File: src/design/fcw_pkg.sv
`default_nettype none
// ============================================================================
// fcw_pkg - shared types and constants of the chain walker
// Item kinds, queue entry layout, back-end states and table constants.
// ============================================================================
package fcw_pkg;

    localparam int TABLE_DEPTH_DEF = 32;
    localparam int MAX_BLOCKS      = 32;

    localparam logic [5:0] END_LINK = 6'h3F;

    localparam logic [1:0] ERR_NONE     = 2'd0;
    localparam logic [1:0] ERR_START    = 2'd1;
    localparam logic [1:0] ERR_LINK     = 2'd2;
    localparam logic [1:0] ERR_TOO_LONG = 2'd3;

    localparam logic MODE_LOAD = 1'b0;

    typedef enum logic [1:0] {
        KIND_LOAD = 2'd0,
        KIND_SKIP = 2'd1,
        KIND_WALK = 2'd2
    } kind_t;

    typedef struct packed {
        kind_t      kind;
        logic [4:0] idx;
        logic [5:0] link;
        logic [4:0] start;
    } item_t;

    typedef struct packed {
        logic  valid;
        item_t item;
    } q_head_t;

    typedef enum logic {
        ST_IDLE = 1'b0,
        ST_LINK = 1'b1
    } st_t;

    // Entries that can ever be addressed: the table is bounded by both
    // the configured depth and the block limit.
    function automatic int store_depth(int depth);
        return (depth < MAX_BLOCKS) ? depth : MAX_BLOCKS;
    endfunction

endpackage
`default_nettype wire

File: src/design/fcw_front.sv
`default_nettype none
// ============================================================================
// fcw_front - intake and classification
// Accepts input beats, tags them as load, dropped load or walk, and holds
// them in a two-entry queue for the back end.
// ============================================================================
module fcw_front #(
    parameter int TABLE_DEPTH = fcw_pkg::TABLE_DEPTH_DEF
) (
    input  wire               clk,
    input  wire               rst_n,
    input  wire               in_valid,
    output logic              in_stall,
    input  wire               mode,
    input  wire         [4:0] entry_index,
    input  wire signed  [5:0] entry_link,
    input  wire         [4:0] start_block,
    output fcw_pkg::q_head_t  head,
    input  wire               pop
);

    localparam int STORE_DEPTH = fcw_pkg::store_depth(TABLE_DEPTH);

    fcw_pkg::item_t q_mem [2];
    fcw_pkg::item_t new_item;
    logic           wr_ptr_reg, wr_ptr_next;
    logic           rd_ptr_reg, rd_ptr_next;
    logic [1:0]     cnt_reg, cnt_next;
    logic           push;
    logic           do_pop;

    always_comb
    begin
        new_item.idx   = entry_index;
        new_item.link  = $unsigned(entry_link);
        new_item.start = start_block;
        if (mode == fcw_pkg::MODE_LOAD)
        begin
            // drop loads that fall outside the store
            if ({1'b0, entry_index} < 6'(STORE_DEPTH))
                new_item.kind = fcw_pkg::KIND_LOAD;
            else
                new_item.kind = fcw_pkg::KIND_SKIP;
        end
        else
        begin
            new_item.kind = fcw_pkg::KIND_WALK;
        end
    end

    assign in_stall   = (cnt_reg == 2'd2);
    assign push       = in_valid && !in_stall;
    assign do_pop     = pop && (cnt_reg != 2'd0);
    assign head.valid = (cnt_reg != 2'd0);
    assign head.item  = q_mem[rd_ptr_reg];

    always_comb
    begin
        wr_ptr_next = push   ? !wr_ptr_reg : wr_ptr_reg;
        rd_ptr_next = do_pop ? !rd_ptr_reg : rd_ptr_reg;
        cnt_next    = cnt_reg + {1'b0, push} - {1'b0, do_pop};
    end

    always_ff @(posedge clk)
    begin
        if (push)
            q_mem[wr_ptr_reg] <= new_item;
    end

    always_ff @(posedge clk or negedge rst_n)
    begin
        if (!rst_n)
        begin
            wr_ptr_reg <= 1'b0;
            rd_ptr_reg <= 1'b0;
            cnt_reg    <= 2'd0;
        end
        else
        begin
            wr_ptr_reg <= wr_ptr_next;
            rd_ptr_reg <= rd_ptr_next;
            cnt_reg    <= cnt_next;
        end
    end

endmodule
`default_nettype wire

File: src/design/fcw_back.sv
`default_nettype none
// ============================================================================
// fcw_back - table store and chain walk
// Executes queued items: loads write the link store, walks follow links one
// store read per step and fill the output register.
// ============================================================================
module fcw_back #(
    parameter int TABLE_DEPTH = fcw_pkg::TABLE_DEPTH_DEF
) (
    input  wire              clk,
    input  wire              rst_n,
    input  wire              cfg_wr_en,
    input  wire        [5:0] cfg_wr_data,
    input  fcw_pkg::q_head_t head,
    output logic             pop,
    output logic             out_valid,
    input  wire              out_stall,
    output logic       [5:0] position,
    output logic       [4:0] block,
    output logic             end_marker,
    output logic       [1:0] error,
    output logic       [5:0] block_count,
    output logic             last
);

    localparam int STORE_DEPTH = fcw_pkg::store_depth(TABLE_DEPTH);
    localparam int AW          = (STORE_DEPTH > 1) ? $clog2(STORE_DEPTH) : 1;

    logic [5:0]    link_mem [STORE_DEPTH];
    logic [5:0]    rd_data_reg;
    logic          mem_we;
    logic          rd_en;
    logic [AW-1:0] rd_addr;

    logic [5:0]    table_size_reg;
    logic [5:0]    size;

    fcw_pkg::st_t  state_reg, state_next;
    logic [5:0]    count_reg, count_next;
    logic          out_valid_reg, out_valid_next;
    logic          can_emit;
    logic          emit;

    logic [5:0]    e_pos;
    logic [4:0]    e_blk;
    logic          e_mark;
    logic [1:0]    e_err;
    logic [5:0]    e_cnt;
    logic          e_last;

    logic [5:0]    pos_reg;
    logic [4:0]    blk_reg;
    logic          mark_reg;
    logic [1:0]    err_reg;
    logic [5:0]    cnt_reg;
    logic          last_reg;

    assign size = (table_size_reg < 6'(STORE_DEPTH)) ? table_size_reg : 6'(STORE_DEPTH);
    assign can_emit = !out_valid_reg || !out_stall;

    always_comb
    begin
        state_next = state_reg;
        count_next = count_reg;
        pop        = 1'b0;
        mem_we     = 1'b0;
        rd_en      = 1'b0;
        rd_addr    = '0;
        emit       = 1'b0;
        e_pos      = '0;
        e_blk      = '0;
        e_mark     = 1'b0;
        e_err      = fcw_pkg::ERR_NONE;
        e_cnt      = '0;
        e_last     = 1'b0;

        case (state_reg)
            fcw_pkg::ST_IDLE:
            begin
                if (head.valid)
                begin
                    case (head.item.kind)
                        fcw_pkg::KIND_LOAD:
                        begin
                            pop    = 1'b1;
                            mem_we = 1'b1;
                        end
                        fcw_pkg::KIND_WALK:
                        begin
                            if (can_emit)
                            begin
                                pop  = 1'b1;
                                emit = 1'b1;
                                if ({1'b0, head.item.start} >= size)
                                begin
                                    e_err  = fcw_pkg::ERR_START;
                                    e_last = 1'b1;
                                end
                                else
                                begin
                                    e_blk      = head.item.start;
                                    rd_en      = 1'b1;
                                    rd_addr    = head.item.start[AW-1:0];
                                    count_next = 6'd1;
                                    state_next = fcw_pkg::ST_LINK;
                                end
                            end
                        end
                        default:
                        begin
                            pop = 1'b1;
                        end
                    endcase
                end
            end
            fcw_pkg::ST_LINK:
            begin
                if (can_emit)
                begin
                    emit  = 1'b1;
                    e_pos = count_reg;
                    if (rd_data_reg == fcw_pkg::END_LINK)
                    begin
                        e_mark     = 1'b1;
                        e_cnt      = count_reg + 6'd1;
                        e_last     = 1'b1;
                        state_next = fcw_pkg::ST_IDLE;
                    end
                    else if (rd_data_reg[5] || rd_data_reg >= size)
                    begin
                        e_err      = fcw_pkg::ERR_LINK;
                        e_cnt      = count_reg;
                        e_last     = 1'b1;
                        state_next = fcw_pkg::ST_IDLE;
                    end
                    else if (count_reg >= size)
                    begin
                        e_err      = fcw_pkg::ERR_TOO_LONG;
                        e_cnt      = count_reg;
                        e_last     = 1'b1;
                        state_next = fcw_pkg::ST_IDLE;
                    end
                    else
                    begin
                        e_blk      = rd_data_reg[4:0];
                        rd_en      = 1'b1;
                        rd_addr    = rd_data_reg[AW-1:0];
                        count_next = count_reg + 6'd1;
                    end
                end
            end
            default:
            begin
                state_next = fcw_pkg::ST_IDLE;
            end
        endcase

        if (emit)
            out_valid_next = 1'b1;
        else if (!out_stall)
            out_valid_next = 1'b0;
        else
            out_valid_next = out_valid_reg;
    end

    // link store: one write port for loads, one registered read for walks
    always_ff @(posedge clk)
    begin
        if (mem_we)
            link_mem[head.item.idx[AW-1:0]] <= head.item.link;
        if (rd_en)
            rd_data_reg <= link_mem[rd_addr];
    end

    always_ff @(posedge clk)
    begin
        if (emit)
        begin
            pos_reg  <= e_pos;
            blk_reg  <= e_blk;
            mark_reg <= e_mark;
            err_reg  <= e_err;
            cnt_reg  <= e_cnt;
            last_reg <= e_last;
        end
    end

    always_ff @(posedge clk or negedge rst_n)
    begin
        if (!rst_n)
        begin
            state_reg      <= fcw_pkg::ST_IDLE;
            count_reg      <= 6'd0;
            out_valid_reg  <= 1'b0;
            table_size_reg <= 6'd32;
        end
        else
        begin
            state_reg     <= state_next;
            count_reg     <= count_next;
            out_valid_reg <= out_valid_next;
            if (cfg_wr_en)
                table_size_reg <= cfg_wr_data;
        end
    end

    assign out_valid   = out_valid_reg;
    assign position    = pos_reg;
    assign block       = blk_reg;
    assign end_marker  = mark_reg;
    assign error       = err_reg;
    assign block_count = cnt_reg;
    assign last        = last_reg;

endmodule
`default_nettype wire

File: src/design/fat_chain_walker_top.sv
`default_nettype none
// ============================================================================
// fat_chain_walker_top - file allocation table chain walker
// Loads next-block links into a small table and walks chains from a start
// block, giving one result beat per block, then an end marker or an error.
// ============================================================================
//
//  channel  | handshake               | payload
//  ---------+-------------------------+--------------------------------------
//  input    | in_valid / in_stall     | mode, entry_index, entry_link,
//           |                         | start_block
//  output   | out_valid / out_stall   | position, block, end_marker, error,
//           |                         | block_count, last
//  config   | cfg_wr_en (no wait)     | cfg_wr_data -> table_size
//
//  A walk over a chain makes one store read per link, since each step
//  needs the link just read to form the next address. A two-entry queue
//  between intake and walker keeps input beats flowing while the output
//  is stalled, until the queue is full. Reset clears queue, walker and
//  output valid and sets table_size to 32; the link store is not reset.
//
module fat_chain_walker_top #(
    parameter int TABLE_DEPTH = fcw_pkg::TABLE_DEPTH_DEF
) (
    input  wire              clk,
    input  wire              rst_n,
    input  wire              cfg_wr_en,
    input  wire        [5:0] cfg_wr_data,
    input  wire              in_valid,
    output logic             in_stall,
    input  wire              mode,
    input  wire        [4:0] entry_index,
    input  wire signed [5:0] entry_link,
    input  wire        [4:0] start_block,
    output logic             out_valid,
    input  wire              out_stall,
    output logic       [5:0] position,
    output logic       [4:0] block,
    output logic             end_marker,
    output logic       [1:0] error,
    output logic       [5:0] block_count,
    output logic             last
);

    // queue head travels front -> back, pop returns
    fcw_pkg::q_head_t head;
    logic             pop;

    // intake: classify each beat and hold it in the queue
    fcw_front #(
        .TABLE_DEPTH (TABLE_DEPTH)
    ) u_front (
        .clk         (clk),
        .rst_n       (rst_n),
        .in_valid    (in_valid),
        .in_stall    (in_stall),
        .mode        (mode),
        .entry_index (entry_index),
        .entry_link  (entry_link),
        .start_block (start_block),
        .head        (head),
        .pop         (pop)
    );

    // walker: store, link following and output register
    fcw_back #(
        .TABLE_DEPTH (TABLE_DEPTH)
    ) u_back (
        .clk         (clk),
        .rst_n       (rst_n),
        .cfg_wr_en   (cfg_wr_en),
        .cfg_wr_data (cfg_wr_data),
        .head        (head),
        .pop         (pop),
        .out_valid   (out_valid),
        .out_stall   (out_stall),
        .position    (position),
        .block       (block),
        .end_marker  (end_marker),
        .error       (error),
        .block_count (block_count),
        .last        (last)
    );

endmodule
`default_nettype wire

File: config.mk
export PLATFORM = sky130hd
export DESIGN_NAME = fat_chain_walker_top
export DESIGN_NICKNAME = d
export VERILOG_FILES = /design/src/design/fcw_pkg.sv /design/src/design/fcw_front.sv /design/src/design/fcw_back.sv /design/src/design/fat_chain_walker_top.sv
export SDC_FILE = /design/constraint.sdc
export NUM_CORES = 1
export LEC_CHECK = 0
export ABC_AREA = 1
export BUFFER_PORTS_ARGS = -buffer_cell sky130_fd_sc_hd__buf_4
export CORE_ASPECT_RATIO = 0.6
export CORE_UTILIZATION = 55
export CTS_BUF_LIST = sky130_fd_sc_hd__clkbuf_16
export DETAILED_ROUTE_END_ITERATION = 10
export PLACE_DENSITY = 0.69
export SLEW_MARGIN = 40
export SYNTH_ARGS = -nofsm -noshare
export SYNTH_HDL_FRONTEND = slang
export SYNTH_HIERARCHICAL = 1
export SYNTH_SLANG_ARGS = --single-unit
File: constraint.sdc
create_clock -name clk -period 3.5 [get_ports clk]
set_input_delay 0.35 -clock clk [delete_from_list [all_inputs] [get_ports clk]]
set_output_delay 0.35 -clock clk [all_outputs]
set_load 0.005 [all_outputs]
==> Word-level counts from Yosys, hierarchy flattened <==
Memories as Yosys holds them, arrays and structs flattened. A register that Yosys moved wholly into a read port is not among the register bits.
Index checks and enable logic that the tools add are counted.
{ "word_totals": {"n_memories": 2, "in_bits": 28, "reg_bits": 39, "latchBits": 0, "wordCells": 117, "mem_bits_ro": 0, "mem_bits_rw": 228} }
{ "memory_table": {"columns": ["memory", "depth", "width", "read_ports", "rd_ports_with_merged_regs", "write_ports", "line_no", "text"], "rows": [
  ["u_back.link_mem", 32, 6, 1, 1, 1, "fcw_back.sv:29", "logic [5:0] link_mem [STORE_DEPTH];"],
  ["u_front.q_mem", 2, 18, 1, 0, 1, "fcw_front.sv:24", "fcw_pkg::item_t q_mem [2];"]
]} }
{ "op_classes": {"n_mul": 0, "shifts": 0, "mux": 69, "n_bitwise": 1, "magnitude_cmp": 4, "eq_ne": 12, "n_reduce_logical": 13, "add_sub_neg": 3, "div": 0} }
{ "ops": {"columns": ["operator", "count"], "rows": [
  ["$mux W6", 12],
  ["$mux W5", 8],
  ["$mux W1", 34],
  ["$mux W2", 8],
  ["$ne A2 B2 Y1 const B", 7],
  ["$ge A6 B6 Y1", 2],
  ["$pmux W6 S2", 1],
  ["$pmux W5 S2", 1],
  ["$pmux W1 S2", 4],
  ["$reduce_and A8 Y1", 1],
  ["$add A6 B1 Y6 const B", 1],
  ["$eq A6 B6 Y1 const B", 1],
  ["$ge A5 B6 Y1", 1],
  ["$lt A6 B6 Y1 const B", 1],
  ["$logic_not A1 Y1", 5],
  ["$eq A2 B2 Y1 const B", 2],
  ["$ne A2 B1 Y1 const B", 2],
  ["$pmux W2 S2", 1],
  ["$add A2 B1 Y2", 1],
  ["$logic_and A1 B1 Y1", 2],
  ["$logic_not A2 Y1", 1],
  ["$logic_or A1 B1 Y1", 2],
  ["$reduce_and A2 Y1", 1],
  ["$reduce_bool A2 Y1", 1],
  ["other kinds (2)", 2]
]} }

==> Depth between registers and ports, before layout <==
Gate-level depths: netlist of run 1.
{ "logic_depth": {"depth_word": 8, "depth_mapped": 21} }

==> By module <==
The synthesis of run 1 kept the hierarchy.
{ "by_module_without_submodules": {"columns": ["mod", "cells_each", "n_inst", "area_per_inst_um2"], "rows": [
  ["fcw_back", 1028, 1, 10737.8],
  ["fcw_front", 123, 1, 1507.7]
]} }

==> Least setup slack after synthesis of run 1 <==
Ideal clock, no wire load.
{ "synth_path": {"path_kind": "register -> register", "start": "register u_front.rd_ptr_reg", "end": "register u_back.rd_data_reg[4], read port of u_back.link_mem (data pin)", "n_path_buf": 2, "path_slack_ns": 0.932, "stages_incl_launch_ff": 19, "arrival_ns": 2.315, "cell_sequence": "dfrtp_1 > buf_6 > inv_8 > nand2_1 > nand2_1 > inv_1 > ha_1 > o21ai_0 > nand2_1 > nand2_1 > and2_1 > nand2_2 > o21ai_4 > buf_2 > nand3_1 > nand3_1 > nand2_1 > nand2_1 > nand2_1"} }
{ "synth_rtl": {"columns": ["element", "line_no", "text"], "rows": [
  ["start, declared", "fcw_front.sv:27", "logic rd_ptr_reg, rd_ptr_next;"],
  ["start signal, assigned", "fcw_front.sv:81", "rd_ptr_reg <= rd_ptr_next;"],
  ["end, declared", "fcw_back.sv:30", "logic [5:0] rd_data_reg;"]
]} }

==> Final worst setup path of run 1 <==
{ "layout_path": {"start": "register u_back.table_size_reg[5]", "end": "register u_back.rd_data_reg[2], read port of u_back.link_mem, enable pin"} }
{ "layout_between": {"elab_chain_cells": 8, "elab_cells_between_ends": 24, "cone_classes": "order compare: 4; mux: 19; reduce/logical: 1"} }
{ "layout_rtl": {"columns": ["element", "line_no", "text"], "rows": [
  ["start, declared", "fcw_back.sv:35", "logic [5:0] table_size_reg;"],
  ["start signal, assigned", "fcw_back.sv:203", "table_size_reg <= cfg_wr_data;"],
  ["$lt A6 B6 Y1", "fcw_back.sv:58", "assign size = (table_size_reg < 6'(STORE_DEPTH)) ? table_size_reg : 6'(STORE_DEPTH);"],
  ["$mux W6 (*)", "fcw_back.sv:58", null],
  ["$ge A6 B6 Y1 (tied with other cells)", "fcw_back.sv:136", "else if (count_reg >= size)"],
  ["$mux W1 (tied with other cells)", "fcw_back.sv:136", null],
  ["$mux W1 (on tied branches)", "fcw_back.sv:129, fcw_back.sv:90", null],
  ["$mux W1 (on tied branches)", "fcw_back.sv:122, fcw_back.sv:82", null],
  ["$mux W1 (on tied branches)", "fcw_back.sv:118, fcw_back.sv:80", null],
  ["$pmux W1 S2 (*)", "fcw_back.sv:77", "case (state_reg)"],
  ["net u_back.rd_en", "fcw_back.sv:32", "logic rd_en;"]
]} }
Mark *: on every way through the listed nets, which the timed path passes. The rest lies on a longest branch.
A chain may end at the register's enable or synchronous reset.

==> metrics.md, run 1 <==
| Metric | Value |
|---|---|
| Outcome | complete, no violations |
| Peak supply drop | 0.392 mV |
| Yosys reg bits | 271 |
| Synth cell types | 41 |
| Wire length of the first global-routing pass | 48.2 mm |
| Pre-antenna DRT Iters | 6 |
| Buffers & Inverters on Critical Path | 3 |
| Post-Syn Instances | 1151 |
| Layout cells sized above 1 | 12.8% |
| Hold Crit Class | in2reg |
| Leading post-synthesis cells by cell area | edfxtp_1 (62%), nand3_1 (9.3%), nand2_1 (9.2%) |
| Largest net degree at the start of global routing | 97 |
| F_max | 309 MHz |
| R2R Setup Slk | 260 ps |
| Routability cong. | 0.940 |
| Total gr overflow | 0 |
| Port bufs | 50 |
| Critical Path, Cell by Cell | inv_2, nand2_1, ha_1, nand2_1, inv_1, nand2_1, nand2_1, a21oi_4, nand3_1, nor2_2, inv_1, nand2_1 |
| EDFF count, synth | 253 |
| Hold violation count in the final report | 0 |
| CP max stage delay | 550 ps |
| Vias in the first global route | 8142 |
| Initial drt markers | 1211 |
| CP required | 3660 ps |
| Slew Limit Fails | 0 |
| N_diodes | 0 |
| Net Count, Synth | 1199 |
| Cell accounting for the most synthesized area | edfxtp_1 |
| Max FFs per register | 192 |
| Antenna violations before repair | 0 |
| Depth of the CTS H-tree | 1 |
| Setup TNS Final | 0 ps |
| Tcrit/Tclk final | 92.5% |
| Row count | 41 |
| Mapped Area | 12200 um2 |
| P_leak | 5.80 nW |
| Slowest CP cell | nand2_1 |
| Count leader, synth | nand2_1 |
| Total track usage | 28.0% |
| Detailed Route WL | 31.2 mm |
| Worst setup EP type | flip-flop |
| CP Class | reg2reg |
| Filler instances | 1700 |
| Drt wl/cell | 20.4 um |
| Clk root buf | clkbuf_16 |
| WP data arrival | 3400 ps |
| Unrepaired setup endpoints after global routing | no |
| Synthesis-to-layout area growth | 14.2% |
| Clock Latency Late Sink | 530 ps |
| Startpoint Class | flip-flop |
| Final min period | 3240 ps |
| Dpl ws | 339 ps |
| Dpl hpwl | 20.2 mm |
| Async SR Flop Fraction | 6.64% |
| # Post-CTS Setup Buffers | 0 |
| Clock Path Buffers | 3 |
| Relative slew slack | 54.8% |
| Top delay family on crit path | simple AND/OR/NAND/NOR gates |
| TritonCTS clock tree | done |
| Clk sink count | 271 |
| Synth cell count leaders | nand2_1 (299), edfxtp_1 (253), nand3_1 (227) |
| Die Y | 118 um |
| I/O pin cnt | 51 |
| Post-synth top area share | 62.0% |
| CP max FO | 12 |
| Die Span X | 195 um |
| Worst Tran Pin Value | 677 ps |
| Via density | 5.69 |
| Sequential element share of the synthesized area | 65.7% |
| Final-stage net count | 1281 |
| Clock slew at reported path FFs | 60 ps |
| Total die area | 22900 um2 |
| Antenna viol nets, final | 0 |
| Drc violations | 0 |
| TritonCTS Buffers | 25 |
| Primary FF master, synth | edfxtp_1 |
| Setup WS post-layout | 263 ps |
| Max Cap Viol | 0 |
| Syn Area/Cell | 10.6 um2 |
| Warnings from Yosys | 6 |
| Core area | 21400 um2 |
| PwrDens | 752 nW/um2 |
| Clock skew | 16.0 ps |
| CP dominant cell by count | nand2_1 |
| Initial Util | 57.2% |
| Via count | 8693 |
| Setup Viol. Count Final | 0 |
-- layout make-up --
class,count,area [um2],share of cell area [%]
clock buffers,25,626,4.47
clock inverters,19,184,1.32
inverters,148,566,4.04
multi-input cells,680,3320,23.8
flip-flops and latches,271,8050,57.6
well taps,279,349,2.50
repair buffers,107,890,6.36
-- cells by family (layout without fill, tap and decap cells) --
| group | count (synthesis) | in the layout | synth area share (%) |
|---|---|---|---|
| fa+ha+maj | 20 | 20 | 2.04 |
| buf+inv | 200 | 299 | 7.13 |
| compound gates | 28 | 28 | 1.61 |
| other cells | 1 | 1 | 0.0306 |
| xor+xnor | 4 | 4 | 0.286 |
| simple gates | 623 | 623 | 22.8 |
| mux | 4 | 4 | 0.368 |
| flops | 271 | 271 | 65.7 |
-- through the flow --
stage / cell area (um2) / cells / hold slack (ps) / utilization [%] / total power [mW]
floorplan: 12200 / 1151 / 54.4 / - / 6.51
global placement: 13000 / 1472 / 253 / 61.0 / 7.69
detailed placement: 13000 / 1472 / 254 / 61.0 / 7.76
CTS: 14000 / 1528 / 0.217 / 65.3 / 10.5
global route: 14000 / 1529 / 1.33 / 65.4 / 11.0
finish: 14000 / 1529 / 20.5 / 65.4 / 10.5
-- power breakdown --
group / switching, mW / internal [mW] / leakage (nW)
Clock: 1.14 / 1.59 / 0.409
Combinational: 2.33 / 0.927 / 2.87
Sequential: 0.180 / 4.34 / 2.53
Total: 3.65 / 6.86 / 5.80
-- path summary, 6_finish.rpt --
check | start | to | cells after the start
max | u_back/table_size_reg[5] | u_back/rd_data_reg[2] | 12
min | entry_link[5] | u_front/q_mem[1][10] | 1
max reg2reg | u_back/table_size_reg[5] | u_back/rd_data_reg[2] | 12
min reg2reg | u_front/wr_ptr_reg | u_front/wr_ptr_reg | 2
max in group asynchronous | rst_n | u_back/table_size_reg[5] | 2
min in group asynchronous | rst_n | u_back/state_reg | 2
-- per-layer routing --
layer | vias up | track usage, % | wire length (um)
met3 | 39 | 9.63 | 4320
met2 | 483 | 36.1 | 12200
met1 | 4139 | 45.0 | 14200
met4 | 0 | 5.51 | 452
li1 | 4032 | - | -
met5 | - | 0 | 0
-- worst register-to-register path: cells and delay by family, from the launching register on --
kind                     cells  cell delay [ps]
AO/OA/AOI/OAI                1              230
adder cells (fa/ha/maj)      1              290
buffers and inverters        3              340
flip-flops                   1              540
AND/OR/NAND/NOR              7             1470
-- cells in the final DEF, fill, tap and decap left out, types with 2 or more instances in the layout --
| master | Yosys | routed |
|---|---|---|
| a2111oi_0 | 2 | 2 |
| a211oi_1 | 2 | 2 |
| a21oi_1 | 5 | 5 |
| buf_12 | 0 | 4 |
| buf_4 | 10 | 89 |
| bufinv_16 | 0 | 4 |
| clkbuf_16 | 0 | 25 |
| clkinv_1 | 0 | 7 |
| clkinv_2 | 0 | 3 |
| dfrtp_1 | 17 | 17 |
| dlygate4sd3_1 | 0 | 13 |
| edfxtp_1 | 253 | 253 |
| ha_1 | 20 | 20 |
| inv_1 | 142 | 146 |
| inv_2 | 5 | 4 |
| mux2_2 | 4 | 4 |
| nand2_1 | 299 | 299 |
| nand2_2 | 10 | 10 |
| nand3_1 | 227 | 227 |
| nand3b_1 | 24 | 24 |
| nor2_1 | 52 | 52 |
| nor2_2 | 2 | 2 |
| nor2_4 | 2 | 2 |
| nor3_1 | 2 | 2 |
| o21ai_0 | 8 | 8 |
| o22ai_1 | 4 | 4 |
| xor2_1 | 4 | 4 |
-- repair_timing --
action,CTS,global route
resized for setup,0,1
endpoints found under the setup margin,0,2
hold buffers,12,1
endpoints found under the hold margin,40,2
Power figures use the tool's default switching activity.
==> run 2, diff against run 1 <==
--- a/config.mk
+++ b/config.mk
@@ -8,11 +8,11 @@
 export ABC_AREA = 1
 export BUFFER_PORTS_ARGS = -buffer_cell sky130_fd_sc_hd__buf_4
 export CORE_ASPECT_RATIO = 0.6
+export CORE_MARGIN = 2
 export CORE_UTILIZATION = 55
-export CTS_BUF_LIST = sky130_fd_sc_hd__clkbuf_16
+export CTS_BUF_LIST = sky130_fd_sc_hd__clkbuf_4
 export DETAILED_ROUTE_END_ITERATION = 10
 export PLACE_DENSITY = 0.69
-export SLEW_MARGIN = 40
 export SYNTH_ARGS = -nofsm -noshare
 export SYNTH_HDL_FRONTEND = slang
 export SYNTH_HIERARCHICAL = 1
==> run 2 against run 1 <==
Effect of this change: first-iteration DRC count decreased by 10%; critical endpoint is now u_back/rd_data_reg[3]; die area increased by 2.7%; register-to-register slack got worse by 90 ps; largest cell class unchanged.
==> metrics.md, run 2 (synthesis gave the netlist of run 1 again) <==
| Metric | Value |
|---|---|
| Outcome | complete, no violations |
| Core area | 22000 um2 |
| Post-CTS Resized | 0 |
| Filler instances | 1737 |
| Clk root buf | clkbuf_4 |
| Initial Util | 55.7% |
| Clock skew | 19.6 ps |
| Antenna viol nets, final | 0 |
| Drc violations | 0 |
| Synthesis-to-layout area growth | 16.3% |
| Dpl ws | 280 ps |
| F_max | 300 MHz |
| Setup Viol. Count Final | 0 |
| Register Area | 8050 um2 |
| Footprint of the multi-input gates | 3320 um2 |
| WP data arrival | 3930 ps |
| Final min period | 3330 ps |
| Routability cong. | 0.870 |
| Worst Tran Pin Value | 919 ps |
| Clock Latency Late Sink | 730 ps |
| # Post-CTS Setup Buffers | 0 |
| Hold Crit Class | in2reg |
| Total gr overflow | 0 |
| P_leak | 6.00 nW |
| PwrDens | 721 nW/um2 |
| Tcrit/Tclk final | 95.2% |
| Via count | 8945 |
| Layout cells sized above 1 | 17.4% |
| Port bufs | 50 |
| Antenna violations before repair | 0 |
| N_diodes | 0 |
| I/O pin cnt | 51 |
| Die Y | 120 um |
| Drt wl/cell | 18.6 um |
| TritonCTS clock tree | done |
| Commonest cells after routing, fill and taps aside | nand2_1 (299), edfxtp_1 (253), nand3_1 (227) |
| Via density | 5.47 |
| Wire length of the first global-routing pass | 46.9 mm |
| Initial drt markers | 1085 |
| Row count | 42 |
| Unrepaired setup endpoints after global routing | no |
| CP required | 4100 ps |
| Depth of the CTS H-tree | 2 |
| Pre-antenna DRT Iters | 5 |
| Hold violation count in the final report | 0 |
| Detailed Route WL | 30.4 mm |
| Commonest non-fill, non-tap cell in the layout | nand2_1 |
| CP max FO | 48 |
| Total track usage | 26.5% |
| Largest net degree at the start of global routing | 97 |
| Final-stage net count | 1345 |
| Max Cap Viol | 0 |
| CP Class | reg2reg |
| Clock Path Buffers | 3 |
| Dpl hpwl | 18.4 mm |
| Slew Limit Fails | 0 |
| Worst setup EP type | flip-flop |
| Setup WS post-layout | 168 ps |
| Post-CTS Hold Fix Bufs | 36 |
| Relative slew slack | 38.6% |
| TritonCTS Buffers | 61 |
| Clk sink count | 271 |
| Setup TNS Final | 0 ps |
| Clock slew at reported path FFs | 80 ps |
| Vias in the first global route | 8335 |
| Max FFs per register | 192 |
| Peak supply drop | 0.562 mV |
| Die Span X | 197 um |
| Startpoint Class | flip-flop |
| Total die area | 23500 um2 |
-- run 2: cell count changes in the layout (fill, tap and decap cells not counted), sizes merged, moves of 3 or more --
cell | before | now
dlygate4sd3 | 13 | 36
clkinv | 10 | 14
clkbuf | 25 | 99
buf | 94 | 99
bufinv | 4 | 0
inv | 152 | 149
-- run 2: stage by stage --
step                utilization [%]  instances  hold WS, ps  power, mW  area [um2]
floorplan                         -       1151         54.4       6.51       12200
global placement               59.5       1484          239       7.64       13100
detailed placement             59.5       1484          241       7.71       13100
CTS                            64.8       1634          302       10.2       14200
global route                   64.8       1634          314       10.8       14200
finish                         64.8       1634          349       10.3       14200
-- run 2: worst max-delay path, cell delays in order, from the launching register on --
cell and delay, ps:
dfrtp_1 490, buf_4 240, nand2_1 80, nand2_1 90, ha_1 310, nand2_1 50
nor2_1 90, nand2_1 120, nand4_1 130, nand2_2 70, inv_2 660, nand3_1 210
nand3_1 180, nand3_1 210, nand2_1 140, nand2_1 60, nand2_1 50
-- run 2: worst paths after layout --
| check | start | to | slack [ps] | cells past startpoint |
|---|---|---|---|---|
| max | u_front/rd_ptr_reg | u_back/rd_data_reg[3] | 170 | 16 |
| min | entry_link[1] | u_front/q_mem[1][6] | 350 | 2 |
| max reg2reg | u_front/rd_ptr_reg | u_back/rd_data_reg[3] | 170 | 16 |
| min reg2reg | u_front/wr_ptr_reg | u_front/wr_ptr_reg | 470 | 2 |
| max in group asynchronous | rst_n | u_back/table_size_reg[1] | 1920 | 4 |
| min in group asynchronous | rst_n | u_back/count_reg[1] | 560 | 3 |
-- run 2: report_power, final --
group | internal, mW | switching, mW
clock | 1.28 | 1.24
combinational | 0.944 | 2.29
sequential | 4.34 | 0.182
-- run 2: final cells by class --
type,instances,area share [%]
Clock buffer,99,5.22
Clock inverter,15,0.422
Inverter,148,3.95
Multi-Input combinational cell,680,23.3
Sequential cell,271,56.5
Tap cell,286,2.51
Timing Repair Buffer,135,8.01
-- run 2: per-layer routing --
layer  GRT usage (%)  share of wire [%]  wire length, um
met1            42.6                 47            14400
met2            35.8                 40            12300
met3            6.27                 11             3250
met4            7.28                1.5              461
met5               0                  0                0
==> run 3, diff against run 2 <==
--- a/config.mk
+++ b/config.mk
@@ -6,13 +6,13 @@
 export NUM_CORES = 1
 export LEC_CHECK = 0
 export ABC_AREA = 1
-export BUFFER_PORTS_ARGS = -buffer_cell sky130_fd_sc_hd__buf_4
 export CORE_ASPECT_RATIO = 0.6
 export CORE_MARGIN = 2
 export CORE_UTILIZATION = 55
 export CTS_BUF_LIST = sky130_fd_sc_hd__clkbuf_4
 export DETAILED_ROUTE_END_ITERATION = 10
-export PLACE_DENSITY = 0.69
+export DONT_BUFFER_PORTS = 1
+export PLACE_DENSITY = 0.67
 export SYNTH_ARGS = -nofsm -noshare
 export SYNTH_HDL_FRONTEND = slang
 export SYNTH_HIERARCHICAL = 1
==> run 3 against run 2 <==
Effect of this change: non-clock buffer count down 83; count of clock-buffer cells in the layout down 6; final area down 4.7%; largest power group unchanged; worst hold slack worse by 110 ps; critical path type unchanged; maximum frequency up 1.3%; power down 1.7%.
==> metrics.md, run 3 (synthesis gave the netlist of run 1 again) <==
| Metric | Value |
|---|---|
| Pre-antenna DRT Iters | 6 |
| Die Span X | 197 um |
| Synthesis-to-layout area growth | 10.8% |
| TritonCTS clock tree | done |
| Clk sink count | 271 |
| Filler instances | 1802 |
| R2R Setup Slk | 210 ps |
| WP data arrival | 3780 ps |
| Peak supply drop | 0.421 mV |
| Total die area | 23500 um2 |
| Setup TNS Final | 0 ps |
| Worst setup path end | u_back/rd_data_reg[5] |
| P_leak | 5.57 nW |
| CP max FO | 96 |
| Critical Path Source | u_front/rd_ptr_reg |
| Final min period | 3290 ps |
| Dpl ws | 146 ps |
| Port bufs | 0 |
| Worst R2R Path Depth | 16 |
| Clock skew | 48.7 ps |
| Dpl hpwl | 19.7 mm |
| Final-stage net count | 1262 |
| Depth of the CTS H-tree | 2 |
| Post-route insts no fill | 1551 |
| Commonest non-fill, non-tap cell in the layout | nand2_1 |
| Placed Cells | 1410 |
| Worst r2r src | u_front/rd_ptr_reg |
| I/O pin cnt | 51 |
| Commonest cells after routing, fill and taps aside | nand2_1 (298), edfxtp_1 (253), nand3_1 (227) |
| Setup Viol. Count Final | 0 |
| Setup WS post-layout | 210 ps |
| Max FFs per register | 192 |
| Initial Util | 55.7% |
| Total gr overflow | 0 |
| Routability cong. | 0.879 |
| Total track usage | 27.5% |
| F_max | 304 MHz |
| Drt wl/cell | 20.5 um |
| Via count | 8689 |
| Critical Path, Cell by Cell | buf_4, nand2_1, nand2_1, ha_1, nand2_1, nor2_1, nand2_1, nand4_4, buf_12, nand3_1, nand3_1, nand3_1, nand3_1, nand2_1, nand2_1, nand2_1 |
| CP dominant cell by count | nand2_1 |
| Final Core Density | 61.8% |
| FF-to-FF End | u_back/rd_data_reg[5] |
| Slowest CP cell | dfrtp_1 |
| Antenna violations before repair | 1 |
| Row count | 42 |
| Clk root buf | clkbuf_4 |
| CP Class | reg2reg |
| Outcome | complete, no violations |
| Initial drt markers | 1170 |
| Relative slew slack | 27.5% |
| Unrepaired setup endpoints after global routing | no |
| Drc violations | 0 |
| Clock Latency Late Sink | 740 ps |
| Max Cap Viol | 0 |
| Worst Tran Pin Value | 1090 ps |
| Startpoint Class | flip-flop |
| Slew Limit Fails | 0 |
| Tcrit/Tclk final | 94.0% |
| CP max stage delay | 450 ps |
| Vias in the first global route | 8031 |
| Clock slew at reported path FFs | 80 ps |
| Core area | 22000 um2 |
| Worst setup EP type | flip-flop |
| Minimum hold slack | 238 ps |
| Layout cells sized above 1 | 12.2% |
| # Post-CTS Setup Buffers | 0 |
| PwrDens | 744 nW/um2 |
| TritonCTS Buffers | 61 |
| Hold Crit Class | in2async |
| Clock Path Buffers | 3 |
| Via density | 5.60 |
| CP required | 3990 ps |
| Hold violation count in the final report | 0 |
| Antenna viol nets, final | 0 |
| Largest net degree at the start of global routing | 97 |
| Die Y | 120 um |
| Detailed Route WL | 31.7 mm |
| Wire length of the first global-routing pass | 47.9 mm |
run 3: changes by cell type in the layout (fill, tap and decap cells not counted), sizes merged:
| cell | change |
|---|---|
| diode | +3 |
| buf | -74 |
| dlygate4sd3 | -9 |
| clkbuf | -6 |
| clkinv | +3 |
run 3: repair_timing:
item | 4_1_cts | 5_1_grt
endpoints found under the setup margin | 0 | 6
gates resized for setup | 0 | 4
hold endpoints to repair | 60 | 0
hold buffers | 27 | 0
run 3: how the worst min path moves through the flow:
stage              startpoint              endpoint  slack [ps]
2_1_floorplan           rst_n   u_back/count_reg[0]          50
3_3_place_gp            rst_n    u_front/rd_ptr_reg          60
3_5_place_dp            rst_n    u_front/rd_ptr_reg          60
4_1_cts                 rst_n   u_back/count_reg[0]         220
5_1_grt        entry_index[4]  u_front/q_mem[1][15]         240
6_report                rst_n   u_back/count_reg[4]         240
run 3: final cells by class:
class / instances / area, um2 / area share (%)
Clock inverter: 18 / 68.8 / 0.507
Antenna cell: 3 / 7.51 / 0.0553
Multi-Input combinational cell: 680 / 3330 / 24.5
Clock buffer: 93 / 698 / 5.14
Sequential cell: 271 / 8050 / 59.3
Tap cell: 286 / 358 / 2.64
Inverter: 148 / 568 / 4.19
Timing Repair Buffer: 52 / 495 / 3.65
run 3: worst max-delay path, delay by kind of cell (launching register included):
family / cells / cell delay [ps]
buffers and inverters: 2 / 580
flip-flops: 1 / 450
adder cells (fa/ha/maj): 1 / 340
AND/OR/NAND/NOR: 13 / 1600
run 3: per-layer routing:
layer / track usage [%] / vias to the layer above / part of all wire [%]
li1: - / 4043 / -
met1: 45.9 / 4084 / 47
met2: 33.8 / 519 / 38
met3: 8.09 / 43 / 13
met4: 7.33 / 0 / 1.4
met5: 0 / - / 0
run 3: per-stage QoR:
step	total power [mW]	instance area (um2)
after CTS	10.1	13600
after detailed placement	7.59	12500
after global routing	10.6	13600
after floorplan	6.51	12200
after global placement	7.53	12500
final	10.1	13600
run 3: power by group:
| part | internal (mW) | leakage, nW | switching [mW] |
|---|---|---|---|
| Sequential | 4.35 | 2.53 | 0.206 |
| Clock | 1.21 | 0.461 | 1.24 |
| Combinational | 0.774 | 2.58 | 2.32 |
| Total | 6.33 | 5.57 | 3.77 |
